### src/aso_pkg.sv
// Shared types and constants for the accelerometer oversampling averager.
`timescale 1ns / 1ps

package aso_pkg;

    // Stream framing: XH XL YH YL ZH ZL
    localparam int          NUM_AXES   = 3;
    localparam int          HOLD_DEPTH = 5;
    localparam logic [2:0]  LAST_POS   = 3'd5;

    localparam int SAMPLE_W = 16;
    localparam int SUM_W    = 24;
    localparam int COUNT_W  = 8;

    typedef logic signed [SAMPLE_W-1:0] t_sample;
    typedef logic signed [SUM_W-1:0]    t_sum;

    // Word handed from the accumulator to the divide stage
    typedef struct packed {
        t_sample [NUM_AXES-1:0] sample;
        t_sum    [NUM_AXES-1:0] sum;
        logic                   done;
    } t_acc_word;

endpackage

### src/aso_accum.sv
// Byte assembly and per-axis running sums of the oversampling averager.
`timescale 1ns / 1ps

module aso_accum #(
    parameter int SAMPLES_PER_AVERAGE = 16
) (
    input  logic                i_clk,
    input  logic                i_rst_n,
    input  logic [7:0]          i_byte,
    input  logic                i_adv,
    output logic                o_close,
    output aso_pkg::t_acc_word  o_word
);

    localparam logic [aso_pkg::COUNT_W-1:0] TARGET = aso_pkg::COUNT_W'(SAMPLES_PER_AVERAGE);

    logic [2:0]                   r_pos;
    logic [7:0]                   r_hold [aso_pkg::HOLD_DEPTH];
    aso_pkg::t_sum                r_sum  [aso_pkg::NUM_AXES];
    logic [aso_pkg::COUNT_W-1:0]  r_count;

    logic [aso_pkg::COUNT_W-1:0]  count_inc;
    aso_pkg::t_sample             samp   [aso_pkg::NUM_AXES];
    aso_pkg::t_sum                sum_nx [aso_pkg::NUM_AXES];

    // Positions past the last code also close the group
    assign o_close = (r_pos >= aso_pkg::LAST_POS);

    // Join high and low bytes per axis
    assign samp[0] = {r_hold[0], r_hold[1]};
    assign samp[1] = {r_hold[2], r_hold[3]};
    assign samp[2] = {r_hold[4], i_byte};

    assign count_inc = r_count + 1'b1;

    always_comb begin
        for (int i = 0; i < aso_pkg::NUM_AXES; i++) begin
            sum_nx[i] = r_sum[i] + {{(aso_pkg::SUM_W - aso_pkg::SAMPLE_W){samp[i][15]}}, samp[i]};
            o_word.sample[i] = samp[i];
            o_word.sum[i]    = sum_nx[i];
        end
        o_word.done = (count_inc >= TARGET);
    end

    // Held bytes: no reset, always written before use
    always_ff @(posedge i_clk) begin
        if (i_adv && !o_close) begin
            r_hold[r_pos] <= i_byte;
        end
    end

    // Position, sums and sample count
    always_ff @(posedge i_clk) begin
        if (!i_rst_n) begin
            r_pos   <= '0;
            r_count <= '0;
            for (int i = 0; i < aso_pkg::NUM_AXES; i++) begin
                r_sum[i] <= '0;
            end
        end else if (i_adv) begin
            if (!o_close) begin
                r_pos <= r_pos + 1'b1;
            end else begin
                r_pos <= '0;
                if (o_word.done) begin
                    r_count <= '0;
                    for (int i = 0; i < aso_pkg::NUM_AXES; i++) begin
                        r_sum[i] <= '0;
                    end
                end else begin
                    r_count <= count_inc;
                    for (int i = 0; i < aso_pkg::NUM_AXES; i++) begin
                        r_sum[i] <= sum_nx[i];
                    end
                end
            end
        end
    end

endmodule

### src/aso_divide.sv
// Constant divide of the three axis sums, truncating toward zero.
`timescale 1ns / 1ps

module aso_divide #(
    parameter int SAMPLES_PER_AVERAGE = 16
) (
    input  aso_pkg::t_sum    [aso_pkg::NUM_AXES-1:0] i_sum,
    output aso_pkg::t_sample [aso_pkg::NUM_AXES-1:0] o_quot
);

    // Reciprocal ceil(2^SHIFT / N); exact for magnitudes below 2^24
    localparam int              SHIFT   = aso_pkg::SUM_W + $clog2(SAMPLES_PER_AVERAGE);
    localparam int              RECIP_W = aso_pkg::SUM_W + 1;
    localparam int              PROD_W  = aso_pkg::SUM_W + RECIP_W;
    localparam int              QUOT_W  = aso_pkg::SAMPLE_W + 1;
    localparam longint unsigned RECIP_L =
        ((64'd1 << SHIFT) + 64'(SAMPLES_PER_AVERAGE) - 64'd1) / 64'(SAMPLES_PER_AVERAGE);
    localparam logic [RECIP_W-1:0] RECIP = RECIP_L[RECIP_W-1:0];

    logic [aso_pkg::SUM_W-1:0] mag  [aso_pkg::NUM_AXES];
    logic [PROD_W-1:0]         prod [aso_pkg::NUM_AXES];
    logic [QUOT_W-1:0]         q    [aso_pkg::NUM_AXES];
    logic [QUOT_W-1:0]         qneg [aso_pkg::NUM_AXES];

    // One multiplier per axis on the magnitude, sign restored after
    always_comb begin
        for (int i = 0; i < aso_pkg::NUM_AXES; i++) begin
            mag[i]    = i_sum[i][aso_pkg::SUM_W-1] ? (~i_sum[i] + 1'b1) : i_sum[i];
            prod[i]   = PROD_W'(mag[i]) * PROD_W'(RECIP);
            q[i]      = prod[i][SHIFT +: QUOT_W];
            qneg[i]   = ~q[i] + 1'b1;
            o_quot[i] = i_sum[i][aso_pkg::SUM_W-1] ? qneg[i][aso_pkg::SAMPLE_W-1:0]
                                                  : q[i][aso_pkg::SAMPLE_W-1:0];
        end
    end

endmodule

### src/accel_sample_oversampler_core.sv
// Top level of the accelerometer oversampling averager.
`timescale 1ns / 1ps

// Takes one sensor byte per cycle, unless stalled, in the order XH XL YH YL ZH ZL,
// and returns one word per six bytes: the three assembled samples, the latched
// averages and a flag set on the sample that closed an average of
// SAMPLES_PER_AVERAGE samples. Bytes are accepted back to back at one per cycle
// unless a stall backs up to the input. A closing byte is loaded into the input
// register, its word then into the accumulator stage register and then into the
// output register. The path through each stage is one add or one reciprocal
// multiply per axis. Stalls on the output back up through the stages only when a
// closing byte meets a full stage.
module accel_sample_oversampler_core #(
    parameter int SAMPLES_PER_AVERAGE = 16
) (
    input  logic        i_clk,
    input  logic        i_rst_n,
    input  logic        i_in_valid,
    output logic        o_in_ready,
    input  logic [7:0]  i_rx_byte,
    output logic        o_out_valid,
    input  logic        i_out_ready,
    output logic signed [15:0] o_sample_x,
    output logic signed [15:0] o_sample_y,
    output logic signed [15:0] o_sample_z,
    output logic signed [15:0] o_average_x,
    output logic signed [15:0] o_average_y,
    output logic signed [15:0] o_average_z,
    output logic        o_average_ready
);

    logic                r_in_valid;
    logic [7:0]          r_in_byte;
    logic                r_b_valid;
    aso_pkg::t_acc_word  r_b_word;
    logic                r_out_valid;
    aso_pkg::t_sample [aso_pkg::NUM_AXES-1:0] r_samp;
    aso_pkg::t_sample [aso_pkg::NUM_AXES-1:0] r_avg;
    logic                r_flag;

    logic                close;
    aso_pkg::t_acc_word  acc_word;
    aso_pkg::t_sample [aso_pkg::NUM_AXES-1:0] quot;
    logic                adv_a;
    logic                adv_b;
    logic                move_b;

    // Stage handshakes
    assign adv_b      = !r_out_valid || i_out_ready;
    assign move_b     = r_b_valid && adv_b;
    assign adv_a      = r_in_valid && (!close || !r_b_valid || adv_b);
    assign o_in_ready = !r_in_valid || adv_a;

    aso_accum #(
        .SAMPLES_PER_AVERAGE(SAMPLES_PER_AVERAGE)
    ) u_accum (
        .i_clk   (i_clk),
        .i_rst_n (i_rst_n),
        .i_byte  (r_in_byte),
        .i_adv   (adv_a),
        .o_close (close),
        .o_word  (acc_word)
    );

    aso_divide #(
        .SAMPLES_PER_AVERAGE(SAMPLES_PER_AVERAGE)
    ) u_divide (
        .i_sum  (r_b_word.sum),
        .o_quot (quot)
    );

    // Valid bits of the three stages
    always_ff @(posedge i_clk) begin
        if (!i_rst_n) begin
            r_in_valid  <= 1'b0;
            r_b_valid   <= 1'b0;
            r_out_valid <= 1'b0;
            r_avg       <= '0;
        end else begin
            if (i_in_valid && o_in_ready) begin
                r_in_valid <= 1'b1;
            end else if (adv_a) begin
                r_in_valid <= 1'b0;
            end
            if (adv_a && close) begin
                r_b_valid <= 1'b1;
            end else if (move_b) begin
                r_b_valid <= 1'b0;
            end
            if (move_b) begin
                r_out_valid <= 1'b1;
            end else if (i_out_ready) begin
                r_out_valid <= 1'b0;
            end
            // latched averages only change on a closing sample
            if (move_b && r_b_word.done) begin
                r_avg <= quot;
            end
        end
    end

    // Payload registers
    always_ff @(posedge i_clk) begin
        if (i_in_valid && o_in_ready) begin
            r_in_byte <= i_rx_byte;
        end
        if (adv_a && close) begin
            r_b_word <= acc_word;
        end
        if (move_b) begin
            r_samp <= r_b_word.sample;
            r_flag <= r_b_word.done;
        end
    end

    assign o_out_valid     = r_out_valid;
    assign o_sample_x      = r_samp[0];
    assign o_sample_y      = r_samp[1];
    assign o_sample_z      = r_samp[2];
    assign o_average_x     = r_avg[0];
    assign o_average_y     = r_avg[1];
    assign o_average_z     = r_avg[2];
    assign o_average_ready = r_flag;

endmodule

### config.mk
export PLATFORM = sky130hd
export DESIGN_NAME = accel_sample_oversampler_core
export DESIGN_NICKNAME = d
export VERILOG_FILES = /design/src/aso_pkg.sv /design/src/aso_accum.sv /design/src/aso_divide.sv /design/src/accel_sample_oversampler_core.sv
export SDC_FILE = /design/constraint.sdc
export NUM_CORES = 1
export LEC_CHECK = 0
export BUFFER_PORTS_ARGS = -buffer_cell sky130_fd_sc_hd__clkbuf_2
export CELL_PAD_IN_SITES_DETAIL_PLACEMENT = 1
export CELL_PAD_IN_SITES_GLOBAL_PLACEMENT = 1
export CORE_MARGIN = 2
export CORE_UTILIZATION = 45
export DETAILED_ROUTE_END_ITERATION = 7
export PLACE_DENSITY_LB_ADDON = 0.3
export SETUP_SLACK_MARGIN = 0.3
export SYNTH_ARGS = -nofsm -noshare
export SYNTH_HDL_FRONTEND = slang
export SYNTH_HIERARCHICAL = 1
export SYNTH_SLANG_ARGS = --single-unit
### constraint.sdc
create_clock -name i_clk -period 6.32 [get_ports i_clk]
set_input_delay 0.632 -clock i_clk [delete_from_list [all_inputs] [get_ports i_clk]]
set_output_delay 0.632 -clock i_clk [all_outputs]
set_load 0.02 [all_outputs]
==> flow_summary.json <==
{
  "cap_viol_max_count": 1,
  "cts_root_buffer": "clkbuf_16",
  "regArea_um2": 9680,
  "cts_tree": "built",
  "cts_max_level": 2,
  "min_path_type": "in -> reg",
  "endpoint_kind": "register",
  "cts_buffers": 39,
  "min_from": "i_rx_byte[4]",
  "critPathRequiredTime_ps": 6520,
  "path_class": "reg -> reg",
  "syn_inst": 1423,
  "cp_common_cell": "buf_4",
  "ir_drop_uv": 246,
  "first_pass_iters": 5,
  "yosys_warnings": 6,
  "diodes": 0,
  "setup_viol": 0,
  "cts.clk_slew.worst_paths_ps": 60,
  "route.vias.total": 11581,
  "violations": "capacitance limit",
  "avgViaCountPerCell": 5.62,
  "drc": 0,
  "place_congestion": 0.843,
  "max_freq_ghz": 0.244,
  "whs_ps": 243,
  "start_util": 0.454,
  "slowest_stage": "nand2_2",
  "skew_ps": 29.5,
  "dp_hpwl_um": 28800,
  "die_h_um": 198,
  "drive_gt1_frac": 0.140,
  "critPathLaunch": "u_accum/r_pos[1]",
  "area_delta_synth_final_pct": 13.3,
  "grt_overflow_total": 0,
  "cts_sinks": 343,
  "gr-usage-all-layers": 0.221,
  "fill_cells": 3937,
  "power_leakage_nw": 7.32,
  "period_share": 0.649,
  "drt_iter0_drc": 698,
  "antenna_found_initial": 0,
  "ctsHoldBuffers": 0,
  "clk_latency_ps": 570,
  "worst_pin_slew_ps": 1480,
  "period_minus_slack_ps": 4100,
  "die_x_um": 198,
  "crit_path_max_incr_delay_ps": 850,
  "place_area_um2": 17900,
  "hold_viol": 0,
  "grt_pass1_vias": 12034,
  "path_cells": "inv_1, ha_1, o31a_1, a21boi_0, o311ai_0, buf_4, nand2_2, buf_4",
  "drv_slew": 0,
  "grt_pass1_wl_um": 67000,
  "critPathMaxFanout": 42,
  "multi_input_area_um2": 6900,
  "status": "finished with violations",
  "finalSetupTns_ps": 0,
  "post_cts_buffers": 0,
  "finalNetCount": 1610,
  "wl_per_cell_um": 20.6,
  "cts_buffer_depth": 3,
  "start_kind": "register",
  "slew_headroom": 0.00956,
  "die_area_um2": 39300,
  "rows": 71,
  "netlist_area_um2": 17000,
  "grt_max_degree": 82,
  "ant_nets": 0,
  "r2r-start": "u_accum/r_pos[1]",
  "rsz0062_at_grt": "no",
  "io_buffers": 110,
  "cp_data_arrival_time_ps": 4300,
  "routed_wirelength_um": 42600,
  "avgSynthCellArea_um2": 11.9,
  "final_area_um2": 19200,
  "core_area_um2": 37400,
  "synth_fp_nets": 1513,
  "io_pins": 111,
  "final_util": 0.514,
  "cts_resized": 0,
  "p_per_area_nw_per_um2": 267
}
==> final timing paths <==
check,end,slack (ps),cells after the start
setup reg to reg,u_accum/r_sum[0][41],2220,8
hold reg to reg,o_sample_y[4],410,0
setup / recovery,u_accum/r_sum[0][41],2220,8
hold / removal,r_in_byte[4],240,1
==> sequential cells by signal (all words and copies together) (netlist names), 3 cells and up <==
signal / count
o_average_x: 16
o_average_y: 16
o_average_z: 16
o_sample_x: 16
o_sample_y: 16
o_sample_z: 16
r_b_word: 112
r_in_byte: 8
u_accum/r_count: 8
u_accum/r_hold: 40
u_accum/r_pos: 3
u_accum/r_sum: 72
==> stage by stage <==
| step | worst slack [ps] | total power [mW] | instances |
|---|---|---|---|
| final | 2220 | 5.13 | 2061 |
| after global routing | 2000 | 5.30 | 2061 |
| after CTS | 2230 | 5.19 | 2061 |
| after detailed placement | 2270 | 2.81 | 1990 |
| after global placement | 2470 | 2.80 | 1990 |
| after floorplan | 2010 | 2.73 | 1423 |
==> report_power, final <==
group	leakage, nW	switching [mW]	internal (mW)
Clock	0.636	0.962	1.40
Combinational	3.55	0.169	0.0954
Sequential	3.13	0.0331	2.47
==> area by class of cell <==
type                       instances  share of cell area
timing repair buffer             118              0.0319
tap                              511              0.0333
sequential                       343               0.503
inverter                          18             0.00351
multi-input combinational       1000               0.359
clock buffer                      47              0.0528
clock inverter                    24              0.0161
==> worst max-delay path, delay by kind of cell (launching register included) <==
family	cells	cell delay [ps]
flops	1	490
buf+inv	3	920
compound gates	3	1210
fa+ha+maj	1	240
simple gates	1	850
==> routing by layer <==
metal  wire, um  part of all wire  track usage  vias up
met5          0                 0            0        -
met4       1090             0.026       0.0749        0
met3       1850             0.043       0.0361       74
met2      20300              0.48        0.367      236
met1      19300              0.45        0.295     5805
li1           -                 -            -     5466
==> cells in the final DEF (no fill, tap or decap), types with 7 or more instances in the layout <==
cell type    n
a211oi_1     8
a21boi_0    10
a21o_1      36
a21oi_1     69
a31oi_1     12
and2_1      38
and3_1      53
and4_1       8
buf_4        9
clkbuf_1     7
clkbuf_16   39
clkbuf_2   109
dfxtp_1     62
edfxtp_1   281
ha_1        75
inv_1       18
mux2i_1     59
nand2_1    178
nand3_1     27
nand4_1     21
nor2_1      59
nor2b_1     11
nor3_1      15
nor4_1      10
o211ai_1     8
o21a_1      11
o21ai_0     46
o21ai_1      9
o21bai_1    10
or2_2        8
or3_1        7
xnor2_1     77
xor2_1      43
Power figures use the tool's default switching activity.
